### src/rtl/slx_pkg.sv
// Shared types and constants of the script token lexer.
// Depends on nothing; every other file but slx_queue imports it.
package slx_pkg;

   // Character classes produced by the front decoder.
   typedef enum logic [4:0] {
      CC_NUL,
      CC_OPAREN,
      CC_CPAREN,
      CC_OBRACE,
      CC_CBRACE,
      CC_PLUS,
      CC_MINUS,
      CC_STAR,
      CC_SEMI,
      CC_SLASH,
      CC_BANG,
      CC_AMP,
      CC_PIPE,
      CC_LT,
      CC_GT,
      CC_EQ,
      CC_NEWLINE,
      CC_SPACE,
      CC_DIGIT,
      CC_DOT,
      CC_UPPER,
      CC_LOWER,
      CC_OTHER
   } cclass_type;

   // Token kinds as they appear on the result channel.
   typedef enum logic [4:0] {
      K_OPAREN,
      K_CPAREN,
      K_OBRACE,
      K_CBRACE,
      K_PLUS,
      K_MINUS,
      K_STAR,
      K_SLASH,
      K_LT,
      K_GT,
      K_LE,
      K_GE,
      K_ASSIGN,
      K_EQ,
      K_NE,
      K_AND,
      K_OR,
      K_NUMBER,
      K_VAR,
      K_IF,
      K_ELSE,
      K_WHILE,
      K_PRINT,
      K_TASK,
      K_EXEC,
      K_SEMI,
      K_ERROR,
      K_END
   } kind_type;

   // Keywords packed first byte lowest, zero filled above their length.
   localparam logic [39:0] KW_IF    = 40'h00_0000_6669;
   localparam logic [39:0] KW_ELSE  = 40'h00_6573_6c65;
   localparam logic [39:0] KW_WHILE = 40'h65_6c69_6877;
   localparam logic [39:0] KW_PRINT = 40'h74_6e69_7270;
   localparam logic [39:0] KW_EXEC  = 40'h00_6365_7865;

   localparam logic [7:0] CH_DOT     = 8'h2e;
   localparam logic [7:0] CH_UNDER   = 8'h5f;
   localparam logic [7:0] CH_NEWLINE = 8'h0a;

   // One classified source byte, front to back.
   typedef struct packed {
      cclass_type  cls;
      logic [7:0]  ch;
      logic        last;
   } item_type;

   // One finished result.
   typedef struct packed {
      kind_type    kind;
      logic [15:0] start;
      logic [15:0] len;
      logic [15:0] line;
      logic        unk;
      logic        tdot;
      logic        xdot;
      logic        done;
      logic        last;
   } rsp_type;

endpackage

### src/rtl/script_token_lexer.sv
// Top level of the script token lexer: front end, decoupling queue, token engine.
// Depends on slx_pkg, slx_front, slx_queue and slx_back.
//
//   channel  ports                                   direction  carries
//   req      req_valid/req_ready, req_text_byte,     in         one source byte
//            req_end_of_text
//   rsp      rsp_valid/rsp_ready, rsp_token_kind ...  out        one token result
//            rsp_run_last
//
// Rates: one source byte per cycle in unless the engine stalls; results leave at
//   one per cycle while rsp_ready is high, so two results of one byte leave in turn.
// Path: a byte passes three registers on its way to its first result: front register,
//   queue, result buffer.
// Reset: synchronous, clears all token state; the next byte starts a text at
//   offset 0, line 1. No clearing pass.
// Stalls: the two-entry queue lets the front keep taking bytes while the engine
//   waits on the four-entry result buffer; a stalled rsp side backs up to req.
module script_token_lexer #(
   parameter int POSITION_BITS = 16
) (
   input  logic        clock,
   input  logic        reset,
   input  logic        req_valid,
   output logic        req_ready,
   input  logic [7:0]  req_text_byte,
   input  logic        req_end_of_text,
   output logic        rsp_valid,
   input  logic        rsp_ready,
   output logic [4:0]  rsp_token_kind,
   output logic [15:0] rsp_start_offset,
   output logic [15:0] rsp_token_length,
   output logic [15:0] rsp_line_number,
   output logic        rsp_unknown_char,
   output logic        rsp_trailing_dot,
   output logic        rsp_extra_dots,
   output logic        rsp_text_done,
   output logic        rsp_run_last
);
   import slx_pkg::*;

   // front to queue
   logic     fq_valid;
   logic     fq_ready;
   item_type fq_item;
   // queue to engine
   logic     qb_valid;
   logic     qb_ready;
   item_type qb_item;
   // engine result
   rsp_type  rsp;

   // classify each byte as it is transferred
   slx_front u_front (
      .clock     (clock),
      .reset     (reset),
      .in_valid  (req_valid),
      .in_ready  (req_ready),
      .in_byte   (req_text_byte),
      .in_last   (req_end_of_text),
      .out_valid (fq_valid),
      .out_ready (fq_ready),
      .out_item  (fq_item)
   );

   // hold classified bytes while the engine waits on the result side
   slx_queue #(
      .item_type (item_type),
      .DEPTH     (2)
   ) u_queue (
      .clock    (clock),
      .reset    (reset),
      .wr_valid (fq_valid),
      .wr_ready (fq_ready),
      .wr_data  (fq_item),
      .rd_valid (qb_valid),
      .rd_ready (qb_ready),
      .rd_data  (qb_item)
   );

   // advance the token state and buffer the results
   slx_back #(
      .POSITION_BITS (POSITION_BITS)
   ) u_back (
      .clock     (clock),
      .reset     (reset),
      .in_valid  (qb_valid),
      .in_ready  (qb_ready),
      .in_item   (qb_item),
      .out_valid (rsp_valid),
      .out_ready (rsp_ready),
      .out_rsp   (rsp)
   );

   // split the buffered result into its ports
   assign rsp_token_kind   = rsp.kind;
   assign rsp_start_offset = rsp.start;
   assign rsp_token_length = rsp.len;
   assign rsp_line_number  = rsp.line;
   assign rsp_unknown_char = rsp.unk;
   assign rsp_trailing_dot = rsp.tdot;
   assign rsp_extra_dots   = rsp.xdot;
   assign rsp_text_done    = rsp.done;
   assign rsp_run_last     = rsp.last;

endmodule

### src/rtl/slx_front.sv
// Front end: accepts source bytes and registers their character class.
// Depends on slx_pkg.
module slx_front (
   input  logic              clock,
   input  logic              reset,
   input  logic              in_valid,
   output logic              in_ready,
   input  logic [7:0]        in_byte,
   input  logic              in_last,
   output logic              out_valid,
   input  logic              out_ready,
   output slx_pkg::item_type out_item
);
   import slx_pkg::*;

   logic       valid_ff;
   item_type   item_ff;
   cclass_type cls_in;
   logic       load;

   always_comb begin
      unique case (in_byte) inside
         8'h00:                   cls_in = CC_NUL;
         8'h28:                   cls_in = CC_OPAREN;
         8'h29:                   cls_in = CC_CPAREN;
         8'h7b:                   cls_in = CC_OBRACE;
         8'h7d:                   cls_in = CC_CBRACE;
         8'h2b:                   cls_in = CC_PLUS;
         8'h2d:                   cls_in = CC_MINUS;
         8'h2a:                   cls_in = CC_STAR;
         8'h3b:                   cls_in = CC_SEMI;
         8'h2f:                   cls_in = CC_SLASH;
         8'h21:                   cls_in = CC_BANG;
         8'h26:                   cls_in = CC_AMP;
         8'h7c:                   cls_in = CC_PIPE;
         8'h3c:                   cls_in = CC_LT;
         8'h3e:                   cls_in = CC_GT;
         8'h3d:                   cls_in = CC_EQ;
         CH_NEWLINE:              cls_in = CC_NEWLINE;
         8'h20, 8'h09, 8'h0d:     cls_in = CC_SPACE;
         [8'h30:8'h39]:           cls_in = CC_DIGIT;
         CH_DOT:                  cls_in = CC_DOT;
         [8'h41:8'h5a]:           cls_in = CC_UPPER;
         [8'h61:8'h7a], CH_UNDER: cls_in = CC_LOWER;
         default:                 cls_in = CC_OTHER;
      endcase
   end

   assign in_ready  = !valid_ff || out_ready;
   assign load      = in_valid && in_ready;
   assign out_valid = valid_ff;
   assign out_item  = item_ff;

   always_ff @(posedge clock) begin
      if (reset) begin
         valid_ff <= 1'b0;
      end else if (in_ready) begin
         valid_ff <= in_valid;
      end
      if (load) begin
         item_ff.cls  <= cls_in;
         item_ff.ch   <= in_byte;
         item_ff.last <= in_last;
      end
   end

endmodule

### src/rtl/slx_queue.sv
// Small register queue that decouples the front end from the token engine.
// Depends on nothing beyond its item type parameter.
module slx_queue #(
   parameter type item_type = logic,
   parameter int  DEPTH     = 2
) (
   input  logic     clock,
   input  logic     reset,
   input  logic     wr_valid,
   output logic     wr_ready,
   input  item_type wr_data,
   output logic     rd_valid,
   input  logic     rd_ready,
   output item_type rd_data
);

   localparam int AW = $clog2(DEPTH);
   localparam int CW = $clog2(DEPTH + 1);

   item_type        mem_ff [DEPTH];
   logic [AW-1:0]   wr_ptr_ff;
   logic [AW-1:0]   rd_ptr_ff;
   logic [CW-1:0]   cnt_ff;
   logic            push;
   logic            pop;

   assign wr_ready = cnt_ff < CW'(DEPTH);
   assign rd_valid = cnt_ff != '0;
   assign rd_data  = mem_ff[rd_ptr_ff];
   assign push     = wr_valid && wr_ready;
   assign pop      = rd_valid && rd_ready;

   always_ff @(posedge clock) begin
      if (reset) begin
         wr_ptr_ff <= '0;
         rd_ptr_ff <= '0;
         cnt_ff    <= '0;
      end else begin
         if (push) begin
            wr_ptr_ff <= (wr_ptr_ff == AW'(DEPTH - 1)) ? '0 : wr_ptr_ff + 1'b1;
         end
         if (pop) begin
            rd_ptr_ff <= (rd_ptr_ff == AW'(DEPTH - 1)) ? '0 : rd_ptr_ff + 1'b1;
         end
         if (push && !pop) begin
            cnt_ff <= cnt_ff + 1'b1;
         end else if (pop && !push) begin
            cnt_ff <= cnt_ff - 1'b1;
         end
      end
      if (push) begin
         mem_ff[wr_ptr_ff] <= wr_data;
      end
   end

endmodule

### src/rtl/slx_back.sv
// Token engine: holds the unfinished token, emits up to two results per
// byte into a four-entry result buffer. Depends on slx_pkg.
module slx_back #(
   parameter int POSITION_BITS = 16
) (
   input  logic              clock,
   input  logic              reset,
   input  logic              in_valid,
   output logic              in_ready,
   input  slx_pkg::item_type in_item,
   output logic              out_valid,
   input  logic              out_ready,
   output slx_pkg::rsp_type  out_rsp
);
   import slx_pkg::*;

   localparam int PB = POSITION_BITS;

   typedef enum logic [3:0] {
      P_NONE,
      P_SLASH,
      P_BANG,
      P_AMP,
      P_PIPE,
      P_LT,
      P_GT,
      P_ASSIGN,
      P_NUMBER,
      P_IDENT,
      P_COMMENT
   } pclass_type;

   // token state
   pclass_type    pend_ff,   pend_in,   p_pend;
   logic [PB-1:0] pos_ff,    pos_in,    p_pos;
   logic [PB-1:0] start_ff,  start_in,  p_start;
   logic [15:0]   len_ff,    len_in,    p_len;
   logic [15:0]   line_ff,   line_in,   p_line;
   logic [39:0]   prefix_ff, prefix_in, p_prefix;
   logic          upper_ff,  upper_in,  p_upper;
   logic [1:0]    dots_ff,   dots_in,   p_dots;
   logic          ldot_ff,   ldot_in,   p_ldot;

   // result buffer
   rsp_type       buf_ff [4];
   logic [1:0]    rd_ptr_ff;
   logic [1:0]    wr_ptr_ff;
   logic [2:0]    cnt_ff;

   cclass_type    cc;
   logic          has_char, ends, consumed, pair_hit, cont;
   kind_type      pair_kind;
   logic          e_a, e_b, e_c, two, any;
   rsp_type       res_a, res_b, res_c, res_e, r0, r1;
   logic [1:0]    n_res;
   logic          item_pop, rsp_pop;

   function automatic logic [15:0] to16(logic [PB-1:0] p);
      logic [31:0] w;
      w = 32'(p);
      return w[15:0];
   endfunction

   function automatic kind_type ident_kind(logic [39:0] kw, logic [15:0] ln, logic fu);
      kind_type k;
      if (ln == 16'd2 && kw == KW_IF)         k = K_IF;
      else if (ln == 16'd4 && kw == KW_ELSE)  k = K_ELSE;
      else if (ln == 16'd5 && kw == KW_WHILE) k = K_WHILE;
      else if (ln == 16'd5 && kw == KW_PRINT) k = K_PRINT;
      else if (ln == 16'd4 && kw == KW_EXEC)  k = K_EXEC;
      else if (fu)                            k = K_TASK;
      else                                    k = K_VAR;
      return k;
   endfunction

   function automatic logic flush_valid(pclass_type c);
      return c == P_SLASH || c == P_BANG || c == P_LT || c == P_GT ||
             c == P_ASSIGN || c == P_NUMBER || c == P_IDENT;
   endfunction

   function automatic rsp_type flush_res(pclass_type c, logic [PB-1:0] st,
                                         logic [15:0] ln, logic [39:0] kw, logic fu,
                                         logic [1:0] dc, logic ld, logic [15:0] lineno);
      rsp_type r;
      r       = '0;
      r.start = to16(st);
      r.len   = 16'd1;
      r.line  = lineno;
      unique case (c)
         P_SLASH:  r.kind = K_SLASH;
         P_BANG:   begin
            r.kind = K_ERROR;
            r.unk  = 1'b1;
         end
         P_LT:     r.kind = K_LT;
         P_GT:     r.kind = K_GT;
         P_ASSIGN: r.kind = K_ASSIGN;
         P_NUMBER: begin
            r.kind = K_NUMBER;
            r.len  = ln;
            r.tdot = ld;
            r.xdot = dc > 2'd1;
         end
         P_IDENT:  begin
            r.kind = ident_kind(kw, ln, fu);
            r.len  = ln;
         end
         default:  r.kind = K_END;
      endcase
      return r;
   endfunction

   always_comb begin
      cc       = in_item.cls;
      has_char = cc != CC_NUL;
      ends     = !has_char || in_item.last;

      p_pend   = pend_ff;
      p_pos    = pos_ff;
      p_start  = start_ff;
      p_len    = len_ff;
      p_line   = line_ff;
      p_prefix = prefix_ff;
      p_upper  = upper_ff;
      p_dots   = dots_ff;
      p_ldot   = ldot_ff;

      // offer the byte to the unfinished token
      pair_hit  = 1'b0;
      pair_kind = K_NE;
      cont      = 1'b0;
      unique case (pend_ff)
         P_SLASH:   cont = cc == CC_SLASH;
         P_BANG:    begin pair_hit = cc == CC_EQ;   pair_kind = K_NE; end
         P_AMP:     begin pair_hit = cc == CC_AMP;  pair_kind = K_AND; end
         P_PIPE:    begin pair_hit = cc == CC_PIPE; pair_kind = K_OR; end
         P_LT:      begin pair_hit = cc == CC_EQ;   pair_kind = K_LE; end
         P_GT:      begin pair_hit = cc == CC_EQ;   pair_kind = K_GE; end
         P_ASSIGN:  begin pair_hit = cc == CC_EQ;   pair_kind = K_EQ; end
         P_NUMBER:  cont = cc == CC_DIGIT || cc == CC_DOT;
         P_IDENT:   cont = cc == CC_UPPER || cc == CC_LOWER || cc == CC_DIGIT;
         P_COMMENT: cont = cc != CC_NEWLINE;
         default:   cont = 1'b0;
      endcase

      res_a    = flush_res(pend_ff, start_ff, len_ff, prefix_ff, upper_ff, dots_ff,
                           ldot_ff, line_ff);
      e_a      = 1'b0;
      consumed = 1'b0;
      if (has_char && pend_ff != P_NONE) begin
         if (pair_hit) begin
            res_a      = '0;
            res_a.kind = pair_kind;
            res_a.start = to16(start_ff);
            res_a.len  = 16'd2;
            res_a.line = line_ff;
            e_a        = 1'b1;
            consumed   = 1'b1;
            p_pend     = P_NONE;
         end else if (cont) begin
            consumed = 1'b1;
            if (pend_ff == P_SLASH) begin
               p_pend = P_COMMENT;
            end else if (pend_ff == P_NUMBER) begin
               p_len  = (len_ff != 16'hffff) ? len_ff + 16'd1 : len_ff;
               p_dots = (cc == CC_DOT && dots_ff != 2'd2) ? dots_ff + 2'd1 : dots_ff;
               p_ldot = cc == CC_DOT;
            end else if (pend_ff == P_IDENT) begin
               for (int i = 0; i < 5; i++) begin
                  if (len_ff == 16'(i)) begin
                     p_prefix[8*i +: 8] = prefix_ff[8*i +: 8] | in_item.ch;
                  end
               end
               p_len = (len_ff != 16'hffff) ? len_ff + 16'd1 : len_ff;
            end
         end else begin
            e_a    = flush_valid(pend_ff);
            p_pend = P_NONE;
         end
      end

      // start fresh from this byte
      res_b       = '0;
      res_b.start = to16(pos_ff);
      res_b.len   = 16'd1;
      res_b.line  = line_ff;
      res_b.kind  = K_ERROR;
      e_b         = 1'b0;
      if (has_char && !consumed) begin
         unique case (cc)
            CC_OPAREN:  begin e_b = 1'b1; res_b.kind = K_OPAREN; end
            CC_CPAREN:  begin e_b = 1'b1; res_b.kind = K_CPAREN; end
            CC_OBRACE:  begin e_b = 1'b1; res_b.kind = K_OBRACE; end
            CC_CBRACE:  begin e_b = 1'b1; res_b.kind = K_CBRACE; end
            CC_PLUS:    begin e_b = 1'b1; res_b.kind = K_PLUS; end
            CC_MINUS:   begin e_b = 1'b1; res_b.kind = K_MINUS; end
            CC_STAR:    begin e_b = 1'b1; res_b.kind = K_STAR; end
            CC_SEMI:    begin e_b = 1'b1; res_b.kind = K_SEMI; end
            CC_SLASH:   p_pend = P_SLASH;
            CC_BANG:    p_pend = P_BANG;
            CC_AMP:     p_pend = P_AMP;
            CC_PIPE:    p_pend = P_PIPE;
            CC_LT:      p_pend = P_LT;
            CC_GT:      p_pend = P_GT;
            CC_EQ:      p_pend = P_ASSIGN;
            CC_NEWLINE: p_line = (line_ff != 16'hffff) ? line_ff + 16'd1 : line_ff;
            CC_SPACE:   e_b = 1'b0;
            CC_DIGIT, CC_DOT: begin
               p_pend = P_NUMBER;
               p_dots = {1'b0, cc == CC_DOT};
               p_ldot = cc == CC_DOT;
            end
            CC_UPPER, CC_LOWER: begin
               p_pend   = P_IDENT;
               p_prefix = {32'd0, in_item.ch};
               p_upper  = cc == CC_UPPER;
            end
            default:    begin e_b = 1'b1; res_b.unk = 1'b1; end
         endcase
         if (p_pend != pend_ff || (pend_ff == P_NONE) || consumed == 1'b0) begin
            if (p_pend != P_NONE) begin
               p_start = pos_ff;
               p_len   = 16'd1;
            end
         end
      end
      if (has_char) begin
         p_pos = pos_ff + 1'b1;
      end

      // end of text: flush what is left, or report the bare end
      e_c   = ends && flush_valid(p_pend);
      res_c = flush_res(p_pend, p_start, p_len, p_prefix, p_upper, p_dots, p_ldot, p_line);
      res_e       = '0;
      res_e.kind  = K_END;
      res_e.start = to16(p_pos);
      res_e.line  = p_line;

      two = e_a && (e_b || e_c);
      any = e_a || e_b || e_c || ends;
      r0  = e_a ? res_a : (e_b ? res_b : (e_c ? res_c : res_e));
      r1  = e_b ? res_b : res_c;
      if (two) begin
         r1.last = 1'b1;
         r1.done = ends;
      end else begin
         r0.last = 1'b1;
         r0.done = ends;
      end
      n_res = two ? 2'd2 : (any ? 2'd1 : 2'd0);

      if (ends) begin
         pend_in   = P_NONE;
         pos_in    = '0;
         start_in  = '0;
         len_in    = '0;
         line_in   = 16'd1;
         prefix_in = '0;
         upper_in  = 1'b0;
         dots_in   = '0;
         ldot_in   = 1'b0;
      end else begin
         pend_in   = p_pend;
         pos_in    = p_pos;
         start_in  = p_start;
         len_in    = p_len;
         line_in   = p_line;
         prefix_in = p_prefix;
         upper_in  = p_upper;
         dots_in   = p_dots;
         ldot_in   = p_ldot;
      end
   end

   // take a byte only when the buffer has room for two results
   assign in_ready  = cnt_ff <= 3'd2;
   assign item_pop  = in_valid && in_ready;
   assign out_valid = cnt_ff != 3'd0;
   assign out_rsp   = buf_ff[rd_ptr_ff];
   assign rsp_pop   = out_valid && out_ready;

   always_ff @(posedge clock) begin
      if (reset) begin
         pend_ff   <= P_NONE;
         pos_ff    <= '0;
         start_ff  <= '0;
         len_ff    <= '0;
         line_ff   <= 16'd1;
         prefix_ff <= '0;
         upper_ff  <= 1'b0;
         dots_ff   <= '0;
         ldot_ff   <= 1'b0;
         rd_ptr_ff <= '0;
         wr_ptr_ff <= '0;
         cnt_ff    <= '0;
      end else begin
         if (item_pop) begin
            pend_ff   <= pend_in;
            pos_ff    <= pos_in;
            start_ff  <= start_in;
            len_ff    <= len_in;
            line_ff   <= line_in;
            prefix_ff <= prefix_in;
            upper_ff  <= upper_in;
            dots_ff   <= dots_in;
            ldot_ff   <= ldot_in;
            wr_ptr_ff <= wr_ptr_ff + n_res;
         end
         if (rsp_pop) begin
            rd_ptr_ff <= rd_ptr_ff + 2'd1;
         end
         cnt_ff <= cnt_ff + (item_pop ? {1'b0, n_res} : 3'd0) - {2'd0, rsp_pop};
      end
      if (item_pop && n_res != 2'd0) begin
         buf_ff[wr_ptr_ff] <= r0;
      end
      if (item_pop && two) begin
         buf_ff[wr_ptr_ff + 2'd1] <= r1;
      end
   end

   a_buf_bound: assert property (@(posedge clock) disable iff (reset)
      cnt_ff <= 3'd4)
      else $error("result buffer overfilled");

   a_end_clears: assert property (@(posedge clock) disable iff (reset)
      (item_pop && ends) |=> (pend_ff == P_NONE && pos_ff == '0 && line_ff == 16'd1))
      else $error("token state not cleared after end of text");

   a_line_nonzero: assert property (@(posedge clock) disable iff (reset)
      line_ff != 16'd0)
      else $error("line counter reached zero");

   a_end_gives_result: assert property (@(posedge clock) disable iff (reset)
      (item_pop && ends) |=> cnt_ff != 3'd0)
      else $error("end of text produced no result");

endmodule

### config.mk
export PLATFORM = sky130hd
export DESIGN_NAME = script_token_lexer
export DESIGN_NICKNAME = d
export VERILOG_FILES = /design/src/rtl/slx_pkg.sv /design/src/rtl/script_token_lexer.sv /design/src/rtl/slx_front.sv /design/src/rtl/slx_queue.sv /design/src/rtl/slx_back.sv
export SDC_FILE = /design/constraint.sdc
export NUM_CORES = 1
export LEC_CHECK = 0
export ABC_AREA = 1
export BUFFER_PORTS_ARGS = -buffer_cell sky130_fd_sc_hd__clkbuf_2
export CAP_MARGIN = 20
export CORE_MARGIN = 2
export CORE_UTILIZATION = 40
export CTS_CLUSTER_SIZE = 12
export DETAILED_ROUTE_END_ITERATION = 8
export GPL_TIMING_DRIVEN = 0
export MAX_ROUTING_LAYER = met4
export SLEW_MARGIN = 20
export SYNTH_ARGS = -nofsm -noshare
export SYNTH_HDL_FRONTEND = slang
export SYNTH_HIERARCHICAL = 1
export SYNTH_SLANG_ARGS = --single-unit
### constraint.sdc
create_clock -name clock -period 8 [get_ports clock]
set_input_delay 2.4 -clock clock [delete_from_list [all_inputs] [get_ports clock]]
set_output_delay 2.4 -clock clock [all_outputs]
set_load 0.01 [all_outputs]
=== After elaboration in Yosys (flattened, before gate mapping) ===
Memory sizes are Yosys's and may differ from the RTL's. A register that Yosys moved wholly into a read port is not among the register bits.
Index checks and enable logic that the tools add are counted.

* $lt $le $gt $ge: 10
* Equality and inequality tests: 82
* Add/subtract/negate cells: 13
* Mux-type cells: 124
* Bitwise gates (word level): 6
* Reductions and logical operators: 73

{| class="wikitable"
|+ Operators with widths
! operator !! count
|-
| $mux 16 || 23
|-
| $mux 40 || 9
|-
| $mux 58 || 6
|-
| $eq 40x31->1 const B || 4
|-
| $eq 40x39->1 const B || 4
|-
| $eq 8x6->1 const B || 14
|-
| $pmux 5 s22 || 1
|-
| $eq 40x15->1 const B || 2
|-
| $pmux 5 s7 || 2
|-
| $eq 16x3->1 const B || 4
|-
| $mux 5 || 11
|-
| $add 16x1->16 const B || 3
|-
| $eq 16x2->1 const B || 3
|-
| $eq 5x4->1 const B || 8
|-
| $mux 8 || 5
|-
| $or 8x8->8 || 5
|-
| $pmux 5 s8 || 1
|-
| $mux 2 || 19
|-
| $pmux 4 s9 || 1
|-
| $mux 1 || 34
|-
| $eq 8x7->1 const B || 4
|-
| $ne 16x16->1 const B || 2
|-
| $eq 5x5->1 const B || 6
|-
| $eq 4x3->1 const B || 7
|-
| other kinds (45) || 130
|}

* Register bits after elaboration: 138
* Output and inout bits: 60
* Memories: 2
* Logic and storage cells: 329
* RAM bits: 260
* Bits of input ports: 13

{| class="wikitable"
|+ Memory list
! memory !! words !! bits a word !! rd ports !! clocked after memory_dff !! write ports !! RTL line !! RTL
|-
| u_back.buf_ff || 4 || 58 || 1 || 1 || 2 || slx_back.sv:45 || <nowiki>rsp_type buf_ff [4];</nowiki>
|-
| u_queue.mem_ff || 2 || 14 || 1 || 1 || 1 || slx_queue.sv:20 || <nowiki>item_type mem_ff [DEPTH];</nowiki>
|}

=== Depth between registers and ports, before layout ===
* Word-level depth: 27
* Mapped depth: 35
* Gate-level depth less buffers: 32

=== Hierarchy ===
Netlist, hierarchy kept.

{| class="wikitable"
|+ By module, submodules not included
! module !! instances !! sequential area each (um2) !! area each (um2) !! cells each
|-
| slx_back || 1 || 9,389.0 || 20,905.0 || 2,827
|-
| slx_queue || 1 || 940.9 || 1,241.2 || 78
|-
| slx_front || 1 || 440.4 || 979.7 || 136
|}

=== Worst setup path after synthesis ===
No wires, ideal clock.

* Path kind: register to register
* Start: reg with a tool-made name
* End: mem u_back/buf_ff[0][0] (netlist bit), enable pin
* Clock period less this slack: 5.731 ns
* Cell stages (with the launch flop): 27
* Library setup time: 0.481 ns
* Slack: 2.269 ns
* Data required time: 7.519 ns
* Arrival time: 5.250 ns
* Buffers on the path: 3
* Path through: dfxtp_1 -> buf_6 -> mux2_2 -> buf_2 -> nor2_4 -> nand3_2 -> nand2_2 -> inv_1 -> or2_1 -> nand3_1 -> nand2_1 -> nand2_1 -> nand2_1 -> nor2_1 -> inv_2 -> o21ai_2 -> nor2_4 -> nor2_8 -> nor2_8 -> nor2_8 -> inv_2 -> nor2_4 -> inv_4 -> nor2_8 -> inv_4 -> buf_4 -> o21ai_1

{| class="wikitable"
|+ RTL lines
! element !! RTL line
|-
| end, declared || slx_back.sv:45
|}

==> reports/summary.md <==
Synth
* **Cell Area, Synth** 0.0231 mm^2
* **Cell variety after synth** 61
* **count of synthesis-stage warnings from yosys** 6
* **Gate Count Post-Synth** 3041
* **commonest register cell after synthesis** sky130_fd_sc_hd__edfxtp_1
* **sequential-to-total area share from yosys stat** 0.466
* **number of nets produced by synthesis** 3068
* **asr flop ratio synth** 0
* **leading post-synthesis cells by cell area** sky130_fd_sc_hd__edfxtp_1 36%, sky130_fd_sc_hd__nand2_1 12%, sky130_fd_sc_hd__dfxtp_1 11%
* **average instance area after synthesis** 7.60 um^2
* **most instantiated library cell after synthesis** sky130_fd_sc_hd__nand2_1
* **post-synthesis sequential element count** 401
* **fraction of post-synthesis cell area in the top cell type by area** 0.356
* **most instantiated cells after synthesis** 763 x sky130_fd_sc_hd__nand2_1, 331 x sky130_fd_sc_hd__inv_1, 321 x sky130_fd_sc_hd__nor2_1
* **count of flip-flops with a built-in enable after synthesis** 274
* **largest area contributor in the netlist** sky130_fd_sc_hd__edfxtp_1

Clock network
* **Bufs on Longest Clock Path** 3
* **CTS H-tree lvls** 2
* **clock root buffer** sky130_fd_sc_hd__clkbuf_16
* **setup repair bufs after CTS** 0
* **TritonCTS buffer count** 46
* **number of hold buffers added after cts** 0
* **TritonCTS clock tree** done
* **sinks on the clock net** 401
* **number of gates resized after CTS** 0
* **clock slew seen by the registers of the worst setup and hold paths** 0.06 ns
* **latest clock arrival within the worst-skew pair** 0.59 ns

Critical path
* **arrival time of data at the critical path endpoint** 6.21 ns
* **slowest cell on the critical path** sky130_fd_sc_hd__dfxtp_1
* **FF-to-FF path depth** 31
* **type of destination of the critical path** flop
* **Crit Reg-Reg Endpoint** u_back/buf_ff[1][19]
* **classification of the worst setup path** flop to flop
* **worst reg2reg setup slack** 2.09 ns
* **crit path to** u_back/buf_ff[1][19]
* **Critical Path Source Type** flop
* **worst endpoint required time** 8.29 ns
* **Max stage delay on crit path** 0.46 ns
* **maximum net fanout on the critical path** 15

Floorplan
* **floorplan die area** 0.0598 mm^2
* **die extent in x** 244 um
* **Vert. Die Dim** 244 um
* **Core Rows** 88
* **# IOs** 73
* **Core Region** 0.0575 mm^2
* **initial core utilization** 0.402

Finish
* **post-layout net count** 3201
* **post-layout instance area** 0.0264 mm^2
* **share of cells above drive strength 1** 0.0925
* **synthesis-to-layout area growth** 14.1%
* **antenna fix cells** 0

Status
* **outcome** finished clean

Pwr
* **Worst VDD drop** 0.000199 V
* **switching component of the power** 4190 uW
* **combinational group share of total power** 0.465
* **Pwr Density** 354 mW/mm^2
* **Int Power** 5150 uW
* **fraction of power consumed by the clock network** 0.230
* **Sw Ratio** 0.449
* **leakage power figure** 0.0104 uW
* **relative contribution of sequential cells to total power** 0.305

Global routing
* **global routing met1 resource utilization** 0.348
* **number of antenna violations at the first check in global routing** 0
* **GRT Overall Usage** 0.281
* **wire length of the first global-routing pass** 125000 um
* **via count of the first global-routing pass** 21100
* **pin count of the biggest net entering global routing** 21
* **GRT met3 Usage** 0.0316
* **global-route layer with the greatest usage** met2
* **global route total overflow** 0
* **GR Util met2** 0.465

Placement
* **half-perimeter wire length after placement** 62300 um
* **port buffer count** 72
* **weighted congestion reported at the end of routability-driven placement** 1.01
* **area post-placement** 0.0248 mm^2
* **Post-Place Setup Slack** 2.23 ns

Timing
* **Finish-stage setup viols** 0
* **Worst slew margin** 0.230
* **shortest period the worst path allows** 5.91 ns
* **slew at the pin closest to its max-slew limit** 1.14 ns
* **achievable frequency** 169 MHz
* **setup TNS** 0 ns
* **hold violation total from the final report** 0
* **Slew Viols, Final** 0
* **setup repair after global routing missed its margin** false
* **post-layout worst setup margin** 2.09 ns
* **final critical-path share of the clock period** 0.739
* **Clock Skew** 0.0151 ns

Detailed routing
* **mean number of vias per cell** 5.56
* **overall routed net length** 83000 um
* **DRC viols** 0
* **Via Count** 22100
* **number of DRC violations after detailed-routing iteration 0** 2092
* **wire length per cell after detailed routing** 20.9 um
* **DR pass1 iterations** 6
* **number of antenna-violating nets in the routed design** 0

Hold path
* **Hold Crit Depth** 0
* **worst hold path type** flop to flop

Job
* **max-cap violations** 0

## final cells by class
class / count / area (um^2)
plain buffers: 153 / 704
clock buffers: 65 / 1280
clock inverters: 21 / 255
fillers: 5743 / 31100
inverters: 355 / 1350
multi-input cells: 2132 / 10400
flip-flops and latches: 401 / 10800
well taps: 765 / 957
repair buffers: 85 / 693
## power by group through the flow
stage | clock [uW] | sequential (uW) | combinational, uW
final | 2150 | 2850 | 4340
after global routing | 2260 | 2880 | 4720
after CTS | 2190 | 2850 | 4270
after detailed placement | 0 | 2890 | 4260
after global placement | 0 | 2930 | 4080
after floorplan | 0 | 2880 | 2650
## sequential cells by signal, summed over array words and instances, names as in the netlist, 2 cells and up, named ones only
name,flops
u_back/rd_ptr_ff,2
u_back/wr_ptr_ff,2
u_back/prefix_ff,40
u_front/out_item,14
u_back/cnt_ff,3
u_back/pos_ff,16
u_back/line_ff,16
u_queue/mem_ff,28
u_back/start_ff,16
u_back/buf_ff,232
u_back/dots_ff,2
u_back/pend_ff,4
u_back/len_ff,16
u_queue/cnt_ff,2
## how the worst min path moves through the flow
| stage | from | to | slack (ns) |
|---|---|---|---|
| after CTS | u_front/out_item[5] | u_queue/mem_ff[0][5] | 0.45 |
| after detailed placement | u_front/out_item[8] | u_queue/mem_ff[0][8] | 0.43 |
| after global placement | u_front/out_item[5] | u_queue/mem_ff[0][5] | 0.42 |
| final | u_front/out_item[3] | u_queue/mem_ff[0][3] | 0.45 |
| after floorplan | u_front/out_item[0] | u_queue/mem_ff[0][0] | 0.42 |
| after global routing | u_front/out_item[5] | u_queue/mem_ff[0][5] | 0.46 |
## cell usage in the layout, fill, tap and decap left out, drive strengths merged, types with 42 or more instances in the layout
cell,instances
clkbuf,239
nand4,42
dfxtp,127
inv,350
a21oi,133
nand2,775
nor3,44
o21ai,354
nand3,166
buf,64
o22ai,88
nor2,342
edfxtp,274
## per-layer routing
| metal | vias up | part of all wire |
|---|---|---|
| met1 | 10500 | 0.41 |
| met4 | 0 | 0.043 |
| li1 | 10500 | - |
| met2 | 952 | 0.48 |
| met5 | - | 0 |
| met3 | 197 | 0.071 |
## cell families after synthesis
| group | share of synthesized area |
|---|---|
| flip-flops | 0.466 |
| AO/OA/AOI/OAI | 0.153 |
| multiplexers | 0.00682 |
| buffers and inverters | 0.0886 |
| adder cells (fa/ha/maj) | 0.00790 |
| AND/OR/NAND/NOR | 0.263 |
| XOR/XNOR | 0.0144 |
## critical path, delay by kind of cell (launching register included)
kind	cells	cell delay, ns
AOI/OAI and AO/OA	3	0.76
buffers and inverters	13	1.77
muxes	1	0.35
DFF	1	0.46
and+or+nand+nor	14	2.24
## stage by stage
stage          hold slack, ns  std cells  power, uW   util
2_1_floorplan           0.421       3041       5530      -
3_3_place_gp            0.422       3878       7010  0.425
3_5_place_dp            0.434       3891       7150  0.432
4_1_cts                 0.445       3977       9310  0.459
5_1_grt                 0.457       3977       9860  0.459
6_report                0.448       3977       9350  0.459
Note: power is estimated with default switching activity, not from simulation.
